[config.mk]
export PLATFORM = sky130hd
export DESIGN_NAME = preemptive_priority_scheduler
export DESIGN_NICKNAME = d
export VERILOG_FILES = /design/src/rtl/core/pps_pkg.sv /design/src/rtl/core/preemptive_priority_scheduler.sv /design/src/rtl/core/pps_ctrl.sv /design/src/rtl/core/pps_datapath.sv
export SDC_FILE = /design/constraint.sdc
export NUM_CORES = 2
export LEC_CHECK = 0
export BUFFER_PORTS_ARGS = -buffer_cell sky130_fd_sc_hd__buf_2
export CAP_MARGIN = 40
export CORE_MARGIN = 10
export CORE_UTILIZATION = 50
export CTS_CLUSTER_SIZE = 8
export DETAILED_ROUTE_END_ITERATION = 7
export PLACE_DENSITY = 0.64
export SETUP_SLACK_MARGIN = 0.05
export SYNTH_ARGS = -nofsm -noshare
export SYNTH_HDL_FRONTEND = slang
export SYNTH_SLANG_ARGS = --single-unit
[constraint.sdc]
create_clock -name clk -period 32.7 [get_ports clk]
set_input_delay 3.27 -clock clk [delete_from_list [all_inputs] [get_ports clk]]
set_output_delay 3.27 -clock clk [all_outputs]
set_load 0.01 [all_outputs]
[src/rtl/core/pps_pkg.sv]
// shared types and constants of the preemptive priority scheduler
package pps_pkg;

  localparam int TABLE_SLOTS = 16;
  localparam int SLOT_W = (TABLE_SLOTS > 1) ? $clog2(TABLE_SLOTS) : 1;
  localparam logic [SLOT_W-1:0] SLOT_LAST = SLOT_W'(TABLE_SLOTS - 1);

  localparam int IN_DATA_W = 32;
  localparam int OUT_DATA_W = 104;

  localparam logic CMD_ADMIT = 1'b0;
  localparam logic CMD_TICK = 1'b1;

  localparam logic [2:0] ST_IDLE = 3'd0;
  localparam logic [2:0] ST_RAN = 3'd1;
  localparam logic [2:0] ST_FINISHED = 3'd2;
  localparam logic [2:0] ST_ADMITTED = 3'd3;
  localparam logic [2:0] ST_FULL = 3'd4;

  typedef struct packed {
    logic [31:0] order;
    logic [31:0] admit_time;
    logic [15:0] burst;
    logic [15:0] remaining;
    logic [7:0]  prio;
    logic [7:0]  task_id;
  } slot_t;

  typedef struct packed {
    logic              accept;
    logic              rd_en;
    logic [SLOT_W-1:0] rd_addr;
    logic              cmp_en;
    logic              calc;
    logic              do_admit;
    logic              do_tick;
  } dp_cmd_t;

  typedef struct packed {
    logic out_free;
  } dp_stat_t;

endpackage

[src/rtl/core/preemptive_priority_scheduler.sv]
// preemptive priority scheduler top level
// An admit beat places a task in the lowest free slot of a 16-entry table (or reports it full); a
// tick beat scans the table one slot per cycle through the slot memory's single read port,
// picks the valid task with the lowest priority number (older admission wins ties) and runs
// it for one time unit. One beat is taken at a time; a result waits in the output register
// while the next beat is accepted. Every beat gives exactly one result beat with its status in
// m_tuser.
module preemptive_priority_scheduler (
  input  logic         clk,
  input  logic         rst,
  input  logic         s_tvalid,
  output logic         s_tready,
  input  logic [31:0]  s_tdata,   // task_id, task_priority, burst_length
  input  logic [0:0]   s_tuser,   // command
  output logic         m_tvalid,
  input  logic         m_tready,
  output logic [103:0] m_tdata,   // ran_task, done_time, turnaround, waiting
  output logic [2:0]   m_tuser    // status
);
  import pps_pkg::*;

  dp_cmd_t  cmd;
  dp_stat_t stat;

  pps_ctrl u_ctrl (
    .clk        (clk),
    .rst        (rst),
    .in_valid   (s_tvalid),
    .in_command (s_tuser[0]),
    .in_ready   (s_tready),
    .stat       (stat),
    .cmd        (cmd)
  );

  pps_datapath u_datapath (
    .clk        (clk),
    .rst        (rst),
    .cmd        (cmd),
    .stat       (stat),
    .in_data    (s_tdata),
    .out_valid  (m_tvalid),
    .out_ready  (m_tready),
    .out_data   (m_tdata),
    .out_status (m_tuser)
  );

endmodule

[src/rtl/core/pps_ctrl.sv]
// sequencer for admit and tick commands
module pps_ctrl (
  input  logic             clk,
  input  logic             rst,
  input  logic             in_valid,
  input  logic             in_command,
  output logic             in_ready,
  input  pps_pkg::dp_stat_t stat,
  output pps_pkg::dp_cmd_t  cmd
);
  import pps_pkg::*;

  typedef enum logic [2:0] {
    S_IDLE,
    S_ADMIT,
    S_SCAN,
    S_SCAN_END,
    S_CALC,
    S_TICK
  } state_t;

  state_t            state;
  logic [SLOT_W-1:0] scan_cnt;

  always_ff @(posedge clk) begin
    if (rst) begin
      state <= S_IDLE;
      scan_cnt <= '0;
    end else begin
      case (state)
        S_IDLE: begin
          if (in_valid) begin
            scan_cnt <= '0;
            state <= (in_command == CMD_ADMIT) ? S_ADMIT : S_SCAN;
          end
        end
        S_ADMIT: begin
          if (stat.out_free) state <= S_IDLE;
        end
        S_SCAN: begin
          scan_cnt <= scan_cnt + 1'b1;
          if (scan_cnt == SLOT_LAST) state <= S_SCAN_END;
        end
        S_SCAN_END: state <= S_CALC;
        S_CALC: state <= S_TICK;
        S_TICK: begin
          if (stat.out_free) state <= S_IDLE;
        end
        default: state <= S_IDLE;
      endcase
    end
  end

  assign in_ready = (state == S_IDLE);

  always_comb begin
    cmd = '0;
    cmd.accept = (state == S_IDLE) && in_valid;
    cmd.rd_en = (state == S_SCAN);
    cmd.rd_addr = scan_cnt;
    // compare runs in the cycle after the read
    cmd.cmp_en = ((state == S_SCAN) && (scan_cnt != '0)) || (state == S_SCAN_END);
    cmd.calc = (state == S_CALC);
    cmd.do_admit = (state == S_ADMIT) && stat.out_free;
    cmd.do_tick = (state == S_TICK) && stat.out_free;
  end

endmodule

[src/rtl/core/pps_datapath.sv]
// task table, priority scan and result register
module pps_datapath (
  input  logic                               clk,
  input  logic                               rst,
  input  pps_pkg::dp_cmd_t                   cmd,
  output pps_pkg::dp_stat_t                  stat,
  input  logic [pps_pkg::IN_DATA_W-1:0]      in_data,
  output logic                               out_valid,
  input  logic                               out_ready,
  output logic [pps_pkg::OUT_DATA_W-1:0]     out_data,
  output logic [2:0]                         out_status
);
  import pps_pkg::*;

  slot_t             mem [TABLE_SLOTS];
  logic [TABLE_SLOTS-1:0] slot_valid;

  logic [7:0]        in_id;
  logic [7:0]        in_prio;
  logic [15:0]       in_burst;

  logic [31:0]       current_time;
  logic [31:0]       admit_counter;

  slot_t             rd_data;
  logic              rd_valid;
  logic [SLOT_W-1:0] rd_idx;

  logic              best_found;
  slot_t             best;
  logic [SLOT_W-1:0] best_idx;
  logic [31:0]       best_age;

  logic [31:0]       fin_r;
  logic [31:0]       tat_r;
  logic [15:0]       rem_next;

  logic [7:0]        out_task;
  logic [31:0]       out_fin;
  logic [31:0]       out_tat;
  logic [31:0]       out_wt;

  logic              free_found;
  logic [SLOT_W-1:0] free_idx;
  logic [31:0]       cand_age;
  logic              better;
  slot_t             admit_word;
  slot_t             ran_word;

  // lowest-numbered free slot
  always_comb begin
    free_found = 1'b0;
    free_idx = '0;
    for (int k = TABLE_SLOTS - 1; k >= 0; k--) begin
      if (!slot_valid[k]) begin
        free_found = 1'b1;
        free_idx = SLOT_W'(k);
      end
    end
  end

  assign cand_age = admit_counter - rd_data.order;
  assign better = rd_valid && (!best_found || (rd_data.prio < best.prio) ||
                  ((rd_data.prio == best.prio) && (cand_age > best_age)));

  always_comb begin
    admit_word = '0;
    admit_word.order = admit_counter;
    admit_word.admit_time = current_time;
    admit_word.burst = in_burst;
    admit_word.remaining = in_burst;
    admit_word.prio = in_prio;
    admit_word.task_id = in_id;
    ran_word = best;
    ran_word.remaining = rem_next;
  end

  // slot memory, one write and one registered read
  always_ff @(posedge clk) begin
    if (cmd.do_admit && free_found) begin
      mem[free_idx] <= admit_word;
    end else if (cmd.do_tick && best_found && (rem_next != '0)) begin
      mem[best_idx] <= ran_word;
    end
    if (cmd.rd_en) begin
      rd_data <= mem[cmd.rd_addr];
    end
  end

  always_ff @(posedge clk) begin
    if (rst) begin
      slot_valid <= '0;
      current_time <= '0;
      admit_counter <= '0;
      best_found <= 1'b0;
      rd_valid <= 1'b0;
      out_valid <= 1'b0;
    end else begin
      if (cmd.do_admit || cmd.do_tick) begin
        out_valid <= 1'b1;
      end else if (out_valid && out_ready) begin
        out_valid <= 1'b0;
      end
      if (cmd.rd_en) rd_valid <= slot_valid[cmd.rd_addr];
      if (cmd.accept) begin
        best_found <= 1'b0;
      end else if (cmd.cmp_en && better) begin
        best_found <= 1'b1;
      end
      if (cmd.do_admit) begin
        if (free_found) begin
          slot_valid[free_idx] <= 1'b1;
          admit_counter <= admit_counter + 32'd1;
        end
      end
      if (cmd.do_tick) begin
        current_time <= fin_r;
        if (best_found && (rem_next == '0)) slot_valid[best_idx] <= 1'b0;
      end
    end
  end

  // payload registers
  always_ff @(posedge clk) begin
    if (cmd.accept) begin
      in_id <= in_data[7:0];
      in_prio <= in_data[15:8];
      in_burst <= in_data[31:16];
    end
    if (cmd.rd_en) rd_idx <= cmd.rd_addr;
    if (cmd.cmp_en && better) begin
      best <= rd_data;
      best_idx <= rd_idx;
      best_age <= cand_age;
    end
    if (cmd.calc) begin
      fin_r <= current_time + 32'd1;
      tat_r <= current_time - best.admit_time + 32'd1;
      // zero burst saturates at zero
      rem_next <= (best.remaining == '0) ? '0 : best.remaining - 16'd1;
    end
    if (cmd.do_admit) begin
      out_status <= free_found ? ST_ADMITTED : ST_FULL;
      out_task <= in_id;
      out_fin <= '0;
      out_tat <= '0;
      out_wt <= '0;
    end
    if (cmd.do_tick) begin
      if (!best_found) begin
        out_status <= ST_IDLE;
        out_task <= '0;
        out_fin <= '0;
        out_tat <= '0;
        out_wt <= '0;
      end else if (rem_next == '0) begin
        out_status <= ST_FINISHED;
        out_task <= best.task_id;
        out_fin <= fin_r;
        out_tat <= tat_r;
        out_wt <= tat_r - {16'd0, best.burst};
      end else begin
        out_status <= ST_RAN;
        out_task <= best.task_id;
        out_fin <= '0;
        out_tat <= '0;
        out_wt <= '0;
      end
    end
  end

  assign stat.out_free = !out_valid || out_ready;
  assign out_data = {out_wt, out_tat, out_fin, out_task};

endmodule
**Yosys cells after proc, flatten, opt, wreduce, memory -nomap -nowiden**

Memory sizes are Yosys's and may differ from the RTL's. A register that Yosys moved wholly into a read port is not among the register bits.
Index checks and enable logic that the tools add are counted.
W data, S select, Z words.

- Add/sub/neg operators: 8
- Magnitude comparators: 7
- Equality and inequality tests: 10
- Muxes and demuxes: 78
- Bitwise gates (word level): 3
- Reductions and logical operators: 35

Operators by type and width:

| kind | count |
|---|---|
| $mux W32 | 10 |
| $mux W112 | 1 |
| $reduce_or A112 Y1 | 1 |
| $add A32 B1 Y32 const B | 3 |
| $mux W16 | 5 |
| $mux W4 | 18 |
| $sub A32 B32 Y32 | 2 |
| $gt A32 B32 Y1 | 1 |
| $logic_not A16 Y1 | 2 |
| $sub A32 B16 Y32 | 1 |
| $mux W1 | 27 |
| $mux W8 | 3 |
| $mux W3 | 7 |
| $and A16 B16 Y16 | 1 |
| $not A16 Y16 | 1 |
| $or A16 B16 Y16 | 1 |
| $reduce_bool A16 Y1 | 1 |
| $sub A16 B1 Y16 const B | 1 |
| $lt A4 B5 Y1 const B | 3 |
| $pmux W3 S5 | 1 |
| $logic_and A1 B1 Y1 | 14 |
| $demux W1 S4 | 2 |
| $eq A8 B8 Y1 | 1 |
| $ge A4 B1 Y1 const B | 2 |
| other kinds (19) | 32 |

- Register bits: 461
- Memory bits (writable): 1792
- Input bits: 37
- Logic and storage cells: 170
- Memories kept: 1

Memories:

| name | depth | width | read ports | clocked after memory_dff | write ports | RTL line | text |
|---|---|---|---|---|---|---|---|
| u_datapath.mem | 16 | 112 | 1 | 1 | 1 | pps_datapath.sv:15 | `slot_t mem [TABLE_SLOTS];` |

**Longest topological paths before layout**

- Word-level depth: 27
- Depth in mapped cells: 20
- Mapped depth without buffers: 20

**Hierarchy**

A second synthesis with hierarchy kept.

- Cells, all modules: 4803
- Area total of the unflattened synthesis: 93995.1 um^2

Modules (own cells, without submodules):

| module | times used | cells each | area each (um^2) |
|---|---|---|---|
| pps_datapath | 1 | 4751 | 93586.0 |
| pps_ctrl | 1 | 52 | 409.1 |

**Worst setup path after synthesis**

No wires, ideal clock.

- Kind: input to register
- Start point: in m_tready
- End point: mem u_datapath.mem[5][0] (netlist bit) (enable)
- Setup time: 0.597 ns
- Arrival: 14.573 ns
- Required time: 32.103 ns
- Slack: 17.531 ns
- Stages on the path: 8
- Cell sequence: nand2b_1 nor2b_1 and2_1 buf_2 nand3_1 mux2_2 a21oi_1 nor2b_1

- Longest elaborated chain between the ends: 9
- Elaborated cells between the ends (all ways): 14

Ends and longest elaborated chain:

| element | RTL line | text |
|---|---|---|
| from (decl) | preemptive_priority_scheduler.sv:16 | `input logic m_tready,` |
| $logic_or A1 B1 Y1 (*) | pps_datapath.sv:172 | `assign stat.out_free = !out_valid \|\| out_ready;` |
| $logic_and A1 B1 Y1 | pps_ctrl.sv:65 | `cmd.do_tick = (state == S_TICK) && stat.out_free;` |
| $logic_and A1 B1 Y1 (2 in series) | pps_datapath.sv:82 | `end else if (cmd.do_tick && best_found && (rem_next != '0)) begin` |
| $mux W1 | pps_datapath.sv:82 |  |
| $mux W1 | pps_datapath.sv:80 | `if (cmd.do_admit && free_found) begin` |
| $mux W1 (not written as such) | pps_datapath.sv:83 | `mem[best_idx] <= ran_word;` |
| $reduce_or A112 Y1 (no source line) | -- |  |
| $mux W4 (no source line) / $mux W1 (equally long branches) | -- |  |
| to (decl) | pps_datapath.sv:15 |  |

Mark *: on every way between the ends. The rest lies on a longest branch, timed or not.

**Worst setup path after layout**

- Start point: in m_tready
- End point: mem u_datapath.mem[11][63] (netlist bit) (enable)

The elaborated chain is that of the path after synthesis.

==> impl_metrics.py <==
metrics = {
    "outcome": {
        "status": "finished, final reports clean",
    },
    "clock_tree": {
        "cts_tree": "done",
        "htree_levels": 5,
        "holdBufCountCts": 0,
        "cts_resized": 0,
        "cts_root_buffer": "clkbuf_16",
        "postCtsSetupRepairBufs": 0,
        "cts.sinks": 2365,
        "cts-buffers-inserted": 346,
        "clock_path_buffers": 4,
        "cts.clk_slew.worst_paths_ns": 0.05,
        "clk_latency_ns": 0.94,
    },
    "drt": {
        "dr.pass1.iters": 5,
        "vias_per_cell": 6.02,
        "met2_length_um": 113000,
        "top_layer": "met4",
        "wl_met1_um": 92700,
        "dr.first_iter.drc_count": 5119,
        "wl_um": 225000,
        "drc": 0,
        "drtAntennaViolNets": 0,
        "avgRoutedWirePerCell_um": 28.3,
        "via_count": 47854,
        "wl_met3_um": 14100,
    },
    "final_layout": {
        "finalNonFillerCells": 7947,
        "final_common_cell": "edfxtp_1",
        "final_cell_mix": "edfxtp_1 (2275), mux4_2 (565), nand2_1 (380)",
        "syn_to_final_growth_pct": 15.1,
        "drive_above_1_share": 0.237,
        "regArea_um2": 70100,
        "fill_cells": 13705,
        "multi_input_comb_area_um2": 22800,
        "fin_nets": 5538,
    },
    "logic_synthesis": {
        "syn_area_um2": 94200,
        "ys_dominant_reg_cell": "edfxtp_1",
        "yosysWarnings": 0,
        "netlist.area_leader.share": 0.725,
        "synthCells": 4893,
        "synth_area_leaders": "edfxtp_1 (73%), mux4_2 (14%), ha_1 (2.0%), dfxtp_1 (1.9%), nand2_1 (1.5%)",
        "yosysTopAreaCell": "edfxtp_1",
        "synth_edf_count": 2275,
        "synth_cell_types": 78,
        "synthArstFlopShare": 0,
        "ys_ff_latch": 2365,
        "yosysSeqAreaShare": 0.744,
        "avgSynthCellArea_um2": 19.3,
        "synth_nets": 5086,
    },
    "min_path": {
        "hold-path-cell-count": 0,
        "hold_class": "register to register",
    },
    "power": {
        "irDropWorstVdd_mv": 0.0480,
        "power.density_nw_per_um2": 61.5,
        "leakage_nw": 33.2,
    },
    "floorplan": {
        "io_pins": 146,
        "die_x_um": 454,
        "die_h_um": 454,
        "std_cell_rows": 159,
        "design.core.area_um2": 188000,
        "dieArea_um2": 206000,
        "start_util": 0.502,
    },
    "timing": {
        "finClkSkew_ns": 0.0775,
        "rsz0062_at_grt": "no",
        "drv_slew": 0,
        "worst_pin_slew_ns": 1.02,
        "finalHoldViolCount": 0,
        "fin_tns_setup_ns": 0,
        "fmaxAchievable_ghz": 0.136,
        "slew_headroom": 0.323,
        "min_period_ns": 7.36,
        "finalCritPeriodShare": 0.225,
        "setup_viol": 0,
    },
    "worst_setup_path": {
        "setup.worst_path.end_class": "register",
        "cp_max_fo": 47,
        "crit_chain": "buf_2 -> nand2b_1 -> nor2b_4 -> buf_4 -> and2_1 -> nand2_1 -> o22ai_1 -> and3_4 -> buf_4 -> buf_4",
        "rr_worst_depth": 20,
        "crit_type": "primary input to register",
        "crit_arrival_ns": 7.87,
        "worstPathRequired_ns": 33.21,
        "crit_top_cell": "buf_4",
        "cp_slowest_cell": "buf_4",
        "slowest_delay_ns": 0.84,
        "start_kind": "primary input",
    },
    "place": {
        "portBuffers": 145,
        "place_congestion": 0.863,
        "placed_cells": 7492,
        "hpwl_um": 133000,
    },
    "flow_run": {
        "cap_violations": 0,
    },
    "grt": {
        "grt_max_degree": 137,
        "grt_pass1_wl_um": 334000,
        "grt_overflow": 0,
        "antenna_found_initial": 2,
        "groute.usage.overall": 0.219,
        "grt_pass1_vias": 49353,
    },
}
-- worst max-delay path: cells and delay by family --
kind / cells / cell delay, ns
AO/OA/AOI/OAI: 1 / 0.40
buffers and inverters: 4 / 2.34
AND/OR/NAND/NOR: 5 / 1.73
-- registers in the layout, summed over array words and instances, names as in the netlist, 8 cells and up --
name,cells
u_datapath.slot_valid,16
u_datapath.out_task,8
u_datapath.in_id,8
u_datapath.out_wt,32
u_datapath.out_tat,32
u_datapath.rem_next,16
u_datapath.current_time,32
u_datapath.admit_counter,32
u_datapath.in_prio,8
u_datapath.tat_r,32
u_datapath.out_fin,32
u_datapath.in_burst,16
u_datapath.mem,1792
u_datapath.fin_r,32
u_datapath.best,112
u_datapath.best_age,32
u_datapath.rd_data,112
-- synthesized netlist by cell type, drive strengths merged, types with 17 or more instances --
master and count:
edfxtp 2275, mux4 565, nand2 381, inv 172, nor2 158, ha 153, clkbuf 137, o21ai 133
a21oi 122, dfxtp 90, xnor2 87, and2 73, buf 64, nand3 64, xor2 50, nand4 36
nor3 36, a21o 32, nor2b 25, a211oi 21, and3 18, or3 18, o21a 17
-- power breakdown --
| group | internal (mW) | total (mW) | switching (mW) |
|---|---|---|---|
| Clock | 1.92 | 3.11 | 1.18 |
| Sequential | 3.35 | 3.37 | 0.0180 |
| Combinational | 0.0823 | 0.197 | 0.114 |
| Total | 5.35 | 6.67 | 1.32 |
-- final timing paths --
check / start / to / slack (ns)
worst max-delay path: m_tready / u_datapath.mem[11][63] / 25.34
worst min-delay path: u_datapath.rd_data[29] / u_datapath.best[29] / 0.38
worst max register to register: u_datapath.admit_counter[0] / u_datapath.best[36] / 26.30
worst min register to register: u_datapath.rd_data[29] / u_datapath.best[29] / 0.38
-- routing by layer --
layer / vias up / global-route usage
li1: 20484 / -
met1: 25277 / 0.303
met2: 1740 / 0.363
met3: 353 / 0.0357
met4: 0 / 0.0593
met5: - / 0
-- cell type report --
| cell class | count | area share |
|---|---|---|
| Inverter | 172 | 0.00600 |
| Multi-Input combinational cell | 2155 | 0.211 |
| Sequential cell | 2365 | 0.647 |
| Tap cell | 2495 | 0.0288 |
| Clock inverter | 6 | 0.000473 |
| Clock buffer | 448 | 0.0849 |
| Timing Repair Buffer | 305 | 0.0225 |
| Antenna cell | 1 | 0.0000231 |
-- kinds of logic (layout without fill, tap and decap cells) --
family	Yosys count	in the layout	share of synthesized area
compound gates	416	416	0.0275
xor+xnor	137	137	0.0127
fa+ha+maj	156	156	0.0210
buf+inv	373	931	0.0151
flops	2365	2365	0.744
mux	576	576	0.136
other cells	0	1	0
simple gates	870	870	0.0431
-- per-stage QoR --
| step | total power, mW | hold slack, ns | setup WS [ns] | utilization | cell area [µm²] |
|---|---|---|---|---|---|
| floorplan | 3.55 | 0.400 | 17.53 | - | 94200 |
| global placement | 3.61 | 0.402 | 23.97 | 0.524 | 98400 |
| detailed placement | 3.62 | 0.405 | 24.44 | 0.529 | 99200 |
| CTS | 6.73 | 0.372 | 25.37 | 0.578 | 108000 |
| global route | 6.87 | 0.386 | 25.21 | 0.578 | 108000 |
| finish | 6.67 | 0.381 | 25.34 | 0.578 | 108000 |
Note: power is estimated with default switching activity, not from simulation.
